==> config.mk <==
export PLATFORM = sky130hd
export DESIGN_NAME = sensor_deviation_watchdog_core
export DESIGN_NICKNAME = d
export VERILOG_FILES = /design/src/sv/sdw_pkg.sv /design/src/sv/sensor_deviation_watchdog_core.sv /design/src/sv/sdw_window.sv /design/src/sv/sdw_check.sv
export SDC_FILE = /design/constraint.sdc
export NUM_CORES = 2
export LEC_CHECK = 0
export ABC_AREA = 1
export BUFFER_PORTS_ARGS = -buffer_cell sky130_fd_sc_hd__buf_2
export CAP_MARGIN = 30
export CORE_AREA = 10 10 429 431
export CTS_CLUSTER_SIZE = 14
export DETAILED_ROUTE_END_ITERATION = 16
export DIE_AREA = 0 0 439 441
export GPL_ROUTABILITY_DRIVEN = 0
export PLACE_DENSITY = 0.73
export REMOVE_ABC_BUFFERS = 1
export SLEW_MARGIN = 5
export SYNTH_ARGS = -nofsm -noshare
export SYNTH_HDL_FRONTEND = slang
export SYNTH_HIERARCHICAL = 1
export SYNTH_SLANG_ARGS = --single-unit
export TNS_END_PERCENT = 100
==> constraint.sdc <==
create_clock -name clk -period 11.6 [get_ports clk]
set_input_delay 0.58 -clock clk [delete_from_list [all_inputs] [get_ports clk]]
set_output_delay 0.58 -clock clk [all_outputs]
set_load 0.005 [all_outputs]
==> src/sv/sdw_pkg.sv <==
package sdw_pkg;

  // Field widths fixed by the interface.
  localparam int SAMPLE_W    = 32;
  localparam int TIMEOUT_W   = 8;
  localparam int TOLERANCE_W = 7;
  localparam int CFG_INDEX_W = 1;
  localparam int CFG_DATA_W  = 8;

  // Percent scale used by the deviation band.
  localparam int PERCENT = 100;

  // Width of the band factors 100 + tol and 100 - tol, signed.
  localparam int FACTOR_W = 9;

  // Item kinds.
  localparam logic KIND_SAMPLE = 1'b0;
  localparam logic KIND_TICK   = 1'b1;

  // Configuration register indexes.
  localparam logic [CFG_INDEX_W-1:0] CFG_TIMEOUT   = 1'b0;
  localparam logic [CFG_INDEX_W-1:0] CFG_TOLERANCE = 1'b1;

  // Configuration reset values.
  localparam logic [TIMEOUT_W-1:0]   TIMEOUT_RESET   = 8'd10;
  localparam logic [TOLERANCE_W-1:0] TOLERANCE_RESET = 7'd10;

  // Alarm codes.
  typedef enum logic [1:0] {
    ALARM_OFFLINE = 2'd0,
    ALARM_ABOVE   = 2'd1,
    ALARM_BELOW   = 2'd2
  } alarm_t;

  // Input item.
  typedef struct packed {
    logic                       kind;
    logic signed [SAMPLE_W-1:0] sample_value;
  } in_t;

  // Result item.
  typedef struct packed {
    alarm_t                     alarm;
    logic signed [SAMPLE_W-1:0] reported_value;
  } out_t;

endpackage

==> src/sv/sensor_deviation_watchdog_core.sv <==
// Channel  Direction  Handshake            Payload
// in       input      in_valid / in_stall  in_data  (sdw_pkg::in_t)
// out      output     out_valid/ out_stall out_data (sdw_pkg::out_t)
// cfg      input      cfg_write            cfg_index, cfg_data
//
// One item is taken per clock while in_stall is low; a result passes through the
// input register, the product register, then the output register to reach out.
// The rate is set by the running-sum update and one multiplier per band product.
// Reset clears all control state; window entries are not cleared, since an entry
// is read only after it has been written. A stalled output keeps its result while
// the earlier stages fill; in_stall rises once a tick waits.
module sensor_deviation_watchdog_core #(
  parameter int WINDOW_SIZE = 32
) (
  input  logic                               clk,
  input  logic                               rst,
  input  logic                               in_valid,
  output logic                               in_stall,
  input  sdw_pkg::in_t                       in_data,
  output logic                               out_valid,
  input  logic                               out_stall,
  output sdw_pkg::out_t                      out_data,
  input  logic                               cfg_write,
  input  logic [sdw_pkg::CFG_INDEX_W-1:0]    cfg_index,
  input  logic [sdw_pkg::CFG_DATA_W-1:0]     cfg_data
);

  localparam int SUM_W  = sdw_pkg::SAMPLE_W + $clog2(WINDOW_SIZE);
  localparam int N100_W = $clog2(WINDOW_SIZE * 100 + 1);

  logic [sdw_pkg::TIMEOUT_W-1:0]       timeout_ticks;
  logic [sdw_pkg::TOLERANCE_W-1:0]     tolerance_percent;

  logic                                a_valid;
  sdw_pkg::in_t                        a_item;
  logic                                a_is_sample;
  logic                                a_go;
  logic                                in_accept;
  logic                                sample_go;
  logic                                tick_go;

  logic                                b_valid;
  logic                                b_ok;
  logic                                b_go;
  logic                                c_ok;
  logic                                res_valid;
  sdw_pkg::out_t                       res;

  logic signed [sdw_pkg::SAMPLE_W-1:0] latest;
  logic [N100_W-1:0]                   n100;
  logic signed [SUM_W-1:0]             sum;
  logic                                empty;

  // Configuration registers.
  always_ff @(posedge clk) begin
    if (rst) begin
      timeout_ticks     <= sdw_pkg::TIMEOUT_RESET;
      tolerance_percent <= sdw_pkg::TOLERANCE_RESET;
    end else if (cfg_write) begin
      case (cfg_index)
        sdw_pkg::CFG_TIMEOUT: begin
          timeout_ticks <= cfg_data[sdw_pkg::TIMEOUT_W-1:0];
        end
        sdw_pkg::CFG_TOLERANCE: begin
          tolerance_percent <= cfg_data[sdw_pkg::TOLERANCE_W-1:0];
        end
        default: begin
        end
      endcase
    end
  end

  // Pipeline flow control. Samples finish in the input stage; ticks need
  // room in the compare stage.
  assign c_ok        = !out_valid || !out_stall;
  assign b_go        = b_valid && c_ok;
  assign b_ok        = !b_valid || c_ok;
  assign a_is_sample = (a_item.kind == sdw_pkg::KIND_SAMPLE);
  assign a_go        = a_valid && (a_is_sample || b_ok);
  assign in_stall    = a_valid && !a_go;
  assign in_accept   = in_valid && !in_stall;
  assign sample_go   = a_go && a_is_sample;
  assign tick_go     = a_go && !a_is_sample;

  // Input register.
  always_ff @(posedge clk) begin
    if (rst) begin
      a_valid <= 1'b0;
    end else if (in_accept) begin
      a_valid <= 1'b1;
    end else if (a_go) begin
      a_valid <= 1'b0;
    end
  end

  always_ff @(posedge clk) begin
    if (in_accept) begin
      a_item <= in_data;
    end
  end

  sdw_window #(
    .WINDOW_SIZE (WINDOW_SIZE)
  ) u_window (
    .clk          (clk),
    .rst          (rst),
    .sample_go    (sample_go),
    .sample_value (a_item.sample_value),
    .latest       (latest),
    .n100         (n100),
    .sum          (sum),
    .empty        (empty)
  );

  sdw_check #(
    .WINDOW_SIZE (WINDOW_SIZE)
  ) u_check (
    .clk               (clk),
    .rst               (rst),
    .sample_go         (sample_go),
    .tick_go           (tick_go),
    .timeout_ticks     (timeout_ticks),
    .tolerance_percent (tolerance_percent),
    .latest            (latest),
    .n100              (n100),
    .sum               (sum),
    .empty             (empty),
    .b_go              (b_go),
    .b_valid           (b_valid),
    .res_valid         (res_valid),
    .res               (res)
  );

  // Output register; holds its result until the transfer completes.
  always_ff @(posedge clk) begin
    if (rst) begin
      out_valid <= 1'b0;
    end else if (b_go && res_valid) begin
      out_valid <= 1'b1;
    end else if (!out_stall) begin
      out_valid <= 1'b0;
    end
  end

  always_ff @(posedge clk) begin
    if (b_go && res_valid) begin
      out_data <= res;
    end
  end

endmodule

==> src/sv/sdw_window.sv <==
module sdw_window #(
  parameter int WINDOW_SIZE = 32
) (
  input  logic                                       clk,
  input  logic                                       rst,
  input  logic                                       sample_go,
  input  logic signed [sdw_pkg::SAMPLE_W-1:0]        sample_value,
  output logic signed [sdw_pkg::SAMPLE_W-1:0]        latest,
  output logic [$clog2(WINDOW_SIZE*100+1)-1:0]       n100,
  output logic signed [sdw_pkg::SAMPLE_W+$clog2(WINDOW_SIZE)-1:0] sum,
  output logic                                       empty
);

  localparam int SLOT_W = $clog2(WINDOW_SIZE);
  localparam int FILL_W = $clog2(WINDOW_SIZE + 1);
  localparam int SUM_W  = sdw_pkg::SAMPLE_W + SLOT_W;
  localparam int N100_W = $clog2(WINDOW_SIZE * 100 + 1);

  logic signed [sdw_pkg::SAMPLE_W-1:0] window_store [WINDOW_SIZE];
  logic signed [sdw_pkg::SAMPLE_W-1:0] old_sample;
  logic [SLOT_W-1:0]                   write_slot;
  logic [SLOT_W-1:0]                   write_slot_next;
  logic [FILL_W-1:0]                   fill_count;
  logic                                full;
  logic signed [SUM_W-1:0]             sum_next;

  assign full  = (fill_count == FILL_W'(WINDOW_SIZE));
  assign empty = (fill_count == '0);

  // Slot pointer advances and wraps on each sample transfer.
  always_comb begin
    write_slot_next = write_slot;
    if (sample_go) begin
      if (write_slot == SLOT_W'(WINDOW_SIZE - 1)) begin
        write_slot_next = '0;
      end else begin
        write_slot_next = write_slot + 1'b1;
      end
    end
  end

  // Running sum: add the new sample, drop the oldest once the window is full.
  always_comb begin
    sum_next = sum + SUM_W'(sample_value);
    if (full) begin
      sum_next = sum_next - SUM_W'(old_sample);
    end
  end

  // Window memory. The entry at the next write slot is prefetched every cycle,
  // so the oldest sample is ready when the next sample arrives.
  always_ff @(posedge clk) begin
    if (sample_go) begin
      window_store[write_slot] <= sample_value;
    end
    old_sample <= window_store[write_slot_next];
  end

  // Window bookkeeping.
  always_ff @(posedge clk) begin
    if (rst) begin
      write_slot <= '0;
      fill_count <= '0;
      n100       <= '0;
      sum        <= '0;
      latest     <= '0;
    end else if (sample_go) begin
      write_slot <= write_slot_next;
      sum        <= sum_next;
      latest     <= sample_value;
      if (!full) begin
        fill_count <= fill_count + 1'b1;
        n100       <= n100 + N100_W'(sdw_pkg::PERCENT);
      end
    end
  end

endmodule

==> src/sv/sdw_check.sv <==
module sdw_check #(
  parameter int WINDOW_SIZE = 32
) (
  input  logic                                       clk,
  input  logic                                       rst,
  input  logic                                       sample_go,
  input  logic                                       tick_go,
  input  logic [sdw_pkg::TIMEOUT_W-1:0]              timeout_ticks,
  input  logic [sdw_pkg::TOLERANCE_W-1:0]            tolerance_percent,
  input  logic signed [sdw_pkg::SAMPLE_W-1:0]        latest,
  input  logic [$clog2(WINDOW_SIZE*100+1)-1:0]       n100,
  input  logic signed [sdw_pkg::SAMPLE_W+$clog2(WINDOW_SIZE)-1:0] sum,
  input  logic                                       empty,
  input  logic                                       b_go,
  output logic                                       b_valid,
  output logic                                       res_valid,
  output sdw_pkg::out_t                              res
);

  localparam int SUM_W  = sdw_pkg::SAMPLE_W + $clog2(WINDOW_SIZE);
  localparam int PROD_W = SUM_W + sdw_pkg::FACTOR_W;

  logic                                offline_flag;
  logic [sdw_pkg::TIMEOUT_W-1:0]       silence_count;
  logic                                timed_out;
  logic                                b_load;
  logic signed [sdw_pkg::FACTOR_W-1:0] hi_factor;
  logic signed [sdw_pkg::FACTOR_W-1:0] lo_factor;
  logic signed [PROD_W-1:0]            lhs_next;
  logic signed [PROD_W-1:0]            hi_next;
  logic signed [PROD_W-1:0]            lo_next;

  // Compare stage registers.
  logic                                b_offline;
  logic signed [sdw_pkg::SAMPLE_W-1:0] b_value;
  logic signed [PROD_W-1:0]            b_lhs;
  logic signed [PROD_W-1:0]            b_hi;
  logic signed [PROD_W-1:0]            b_lo;
  logic                                above;
  logic                                below;

  assign timed_out = (silence_count >= timeout_ticks);

  // An online tick that times out or finds window samples goes on to compare.
  assign b_load = tick_go && !offline_flag && (timed_out || !empty);

  // Band factors; 100 - tol goes negative for tolerances above 100.
  assign hi_factor = sdw_pkg::FACTOR_W'(sdw_pkg::PERCENT)
                   + sdw_pkg::FACTOR_W'(tolerance_percent);
  assign lo_factor = sdw_pkg::FACTOR_W'(sdw_pkg::PERCENT)
                   - sdw_pkg::FACTOR_W'(tolerance_percent);

  // Products from registered state, one multiplier each.
  assign lhs_next = PROD_W'(latest) * PROD_W'($signed({1'b0, n100}));
  assign hi_next  = PROD_W'(sum) * PROD_W'(hi_factor);
  assign lo_next  = PROD_W'(sum) * PROD_W'(lo_factor);

  // Silence counter and offline flag.
  always_ff @(posedge clk) begin
    if (rst) begin
      offline_flag  <= 1'b0;
      silence_count <= '0;
    end else if (sample_go) begin
      offline_flag  <= 1'b0;
      silence_count <= '0;
    end else if (tick_go && !offline_flag) begin
      if (timed_out) begin
        offline_flag  <= 1'b1;
        silence_count <= '0;
      end else begin
        silence_count <= silence_count + 1'b1;
      end
    end
  end

  // Compare stage valid.
  always_ff @(posedge clk) begin
    if (rst) begin
      b_valid <= 1'b0;
    end else if (b_load) begin
      b_valid <= 1'b1;
    end else if (b_go) begin
      b_valid <= 1'b0;
    end
  end

  // Compare stage payload.
  always_ff @(posedge clk) begin
    if (b_load) begin
      b_offline <= timed_out;
      b_value   <= latest;
      b_lhs     <= lhs_next;
      b_hi      <= hi_next;
      b_lo      <= lo_next;
    end
  end

  // Band check; above takes priority over below.
  assign above = (b_lhs > b_hi);
  assign below = (b_lhs < b_lo);

  assign res_valid = b_valid && (b_offline || above || below);

  always_comb begin
    res.reported_value = b_value;
    if (b_offline) begin
      res.alarm = sdw_pkg::ALARM_OFFLINE;
    end else if (above) begin
      res.alarm = sdw_pkg::ALARM_ABOVE;
    end else begin
      res.alarm = sdw_pkg::ALARM_BELOW;
    end
  end

endmodule
==> impl_results.md <==
* Status: complete, no violations
* Vias in the first global route at ~73,000
* Clock Latency Late Sink at 0.86 ns
* FILL cells at 14,500
* First-pass GRT wire length at 421,000 um
* Fin area at 104,000 um^2
* Share of synthesized registers carrying an async set or reset at 0%
* Effective utilization at floorplan at 54.8%
* Vias at slightly above 70,000
* Crit path depth at 22
* Mapped Avg Cell Area at around 9.6 um^2
* Worst-Margin Slew at around 1.0 ns
* RSZ-0062 raised after global routing: no
* R2R cell count at 22
* Hold depth at 3
* Worst Setup Slack post-DPL at just under 5 ns
* Critical path's top delay family: adder cells
* DP HPWL at 190,000 um
* Crit-path cells: inv_1, buf_4, ha_1, a21oi_1, or2_2, nand2_2, clkinv_1, nand2_1, fa_1, inv_1, fa_1, fa_1, inv_1, fa_1, inv_1, ha_1, a21o_1, a31oi_1, o21ai_0, a21oi_1, nand3_1, xor2_1
* Top cells by count, synth: inv_1, nand2_1, nor2_1
* Synth top area cells: edfxtp_1, fa_1, inv_1
* Global route total overflow at 0
* Final clock period utilization by the worst path at 59.7%
* Post-Syn Area at 96,100 um^2
* HP Class: in2reg
* Power per cell area at 125 nW/um^2
* Crit path time final at 6.92 ns
* Post-route clock skew at 0.0961 ns
* Clk pin slew, worst setup/hold paths at 0.06 ns
* Crit-path slowest cell: clkinv_1
* Row count at 154
* Peak supply drop at 125 uV
* Final hold vios at 0
* Post-synth top flop: edfxtp_1
* Final net count at 11,300
* Max-Slew Margin vs Limit at 30.3%
* Number of flops mapped to enable cells by yosys at 1,259
* Routed WL per cell at about 22 um
* Top cell type's share of synthesized area at 39.4%
* Ports at 83
* Worst setup path class: reg2reg
* H-tree depth at 4
* Post-synth top area cell: edfxtp_1
* Max incr delay on CP at approximately 0.76 ns
* Via/cell ratio at 5.82
* Most common cell in the netlist: inv_1
* Startpoint types: register
* Core Region at roughly 180,000 um^2
* Chip height at 441 um
* Final slew viol count at 0
* #FFs+latches synth at between 1,000 and 1,500
* Max-cap violations at 0
* Remaining DRCs at 0
* Maximum fanout along the worst path at 38
* Leakage at approximately 47 nW
* Post-DP Area at about 100,000 um^2
* Setup violators final at 0
* Crit path capture type: register
* CTS Buf Count at 149
* Port Buf Inserts at approximately 80
* Iteration-0 DRC Markers at 8,212
* Sequential fraction of the synthesis area at 42.5%
* Gate Count Post-Synth at 10,000
* Layout cells sized above 1 at 5.32%
* Clock Sinks at 1,408
* CTS max path bufs at 3
* Buf+Inv Stages, Crit Path at 6
* Drt first pass iters at 11
* ANT nets after route at 0
* Clock tree root driver cell: clkbuf_16
* Total Routed Length at 276,000 um
* Die W at 439 um
* Worst EP arrival at approximately 7.5 ns
* Area growth syn-to-layout at 8.38%
* Cts repair resizes at 0
* Setup_tns at 0 ns
* CTS tree: yes
* CP required at around 12 ns
* Largest net degree at the start of global routing at 228
* Netlist cell types at 59
* Yosys Warn Count at 6
* Final worst slack at 4.68 ns
* All-Layer GR Usage at 28.1%
* Max Clk Rate at 144 MHz
* Die area at a little under 200,000 um^2
* Initial antenna violation count at 6
-- kinds of logic (layout without fill, tap and decap cells) --
kind of cell / Yosys count / after routing / synth area share, %
DFF: 1408 / 1408 / 42.5
xor gates and xnor gates: 168 / 168 / 1.53
and+or+nand+nor: 3472 / 3472 / 14.5
other: 1 / 3 / 0.00390
buffers and inverters: 2271 / 2389 / 9.22
AOI/OAI and AO/OA: 1433 / 1433 / 9.66
adders and majority gates: 1258 / 1258 / 22.6
-- cell usage in the layout (no fill, tap or decap), types with 10 or more instances in the layout --
cell type,n
dfxtp_1,149
nor2_1,1259
inv_1,1848
dlygate4sd3_1,35
buf_2,82
inv_2,10
edfxtp_1,1259
or2_2,11
xor2_1,112
fa_1,797
nor3_1,46
nand3b_1,11
a21o_1,27
xnor2_1,55
a31oi_1,21
o21a_1,44
o21ai_1,41
nor2_4,35
o211ai_1,12
clkinv_2,29
o21bai_1,299
o221ai_1,260
buf_4,122
a21oi_1,294
and2_1,13
clkbuf_1,43
clkinv_1,22
o21ai_0,393
nand2_1,1638
clkbuf_16,150
nand4_1,36
nand3_1,375
nand2_2,13
ha_1,460
-- path summary, 6_finish.rpt --
| check | endpoint | slack (ns) | startpoint |
|---|---|---|---|
| max | u_check/b_lo[42] | 4.68 | tolerance_percent[2] |
| min | tolerance_percent[1] | 0.05 | cfg_data[1] |
| max reg2reg | u_check/b_lo[42] | 4.68 | tolerance_percent[2] |
| min reg2reg | out_data[14] | 0.36 | u_check/b_value[14] |
-- through the flow --
step	std cells	total power, mW	hold slack [ns]	util [%]
2_1_floorplan	9609	7.57	0.400	-
3_3_place_gp	12200	8.33	0.402	56.4
3_5_place_dp	12200	8.41	0.405	56.4
4_1_cts	12500	13.0	0.00330	59.3
5_1_grt	12500	13.6	0.0221	59.4
6_report	12500	13.0	0.0468	59.4
-- per-layer routing --
metal / track usage [%] / vias to the layer above / wire length [um]
li1: - / 32400 / -
met2: 46.8 / 3863 / 131000
met5: 0 / - / 8
met3: 5.30 / 912 / 26900
met1: 35.1 / 35500 / 102000
met4: 14.1 / 2 / 15800
-- repair_timing --
action,CTS,global route
endpoints found under the hold margin,35,0
setup buffers,0,0
hold buffers,35,0
-- flip-flops by register name, summed over array words and instances, names as in the netlist, 5 cells and up --
name                   count
u_check/b_hi              46
timeout_ticks              8
u_check/b_lo              44
a_item                    33
u_window/n100             10
u_window/write_slot        5
u_check/b_lhs             45
out_data                  34
u_check/silence_count      8
u_window/latest           32
tolerance_percent          7
u_window/sum              37
u_check/b_value           32
u_window/fill_count        6
u_window/old_sample       32
u_window/window_store   1024
-- worst reg2reg max path, cell delays in order, from the launching register on --
cell,delay (ns)
dfxtp_1,0.38
inv_1,0.08
buf_4,0.46
ha_1,0.25
a21oi_1,0.05
or2_2,0.31
nand2_2,0.41
clkinv_1,0.76
nand2_1,0.29
fa_1,0.44
inv_1,0.10
fa_1,0.41
fa_1,0.49
inv_1,0.05
fa_1,0.36
inv_1,0.08
ha_1,0.32
a21o_1,0.23
a31oi_1,0.24
o21ai_0,0.25
a21oi_1,0.32
nand3_1,0.17
xor2_1,0.17
-- layout make-up --
type	instances	area, um^2	area share (%)
clock inverter	73	721	0.692
clock buffer	200	4010	3.85
inverter	1868	7030	6.75
antenna	1	2.50	0.00240
tap	2340	2930	2.81
multi-input combinational	6333	46700	44.9
timing repair buffer	248	1890	1.82
sequential	1408	40800	39.2
-- power by group --
group | internal, mW | switching [mW] | total [mW]
clock | 2.57 | 2.07 | 4.64
combinational | 0.844 | 1.81 | 2.65
sequential | 5.66 | 0.0942 | 5.75
total | 9.07 | 3.97 | 13.0
No activity file was read; power rests on OpenSTA's default activity.
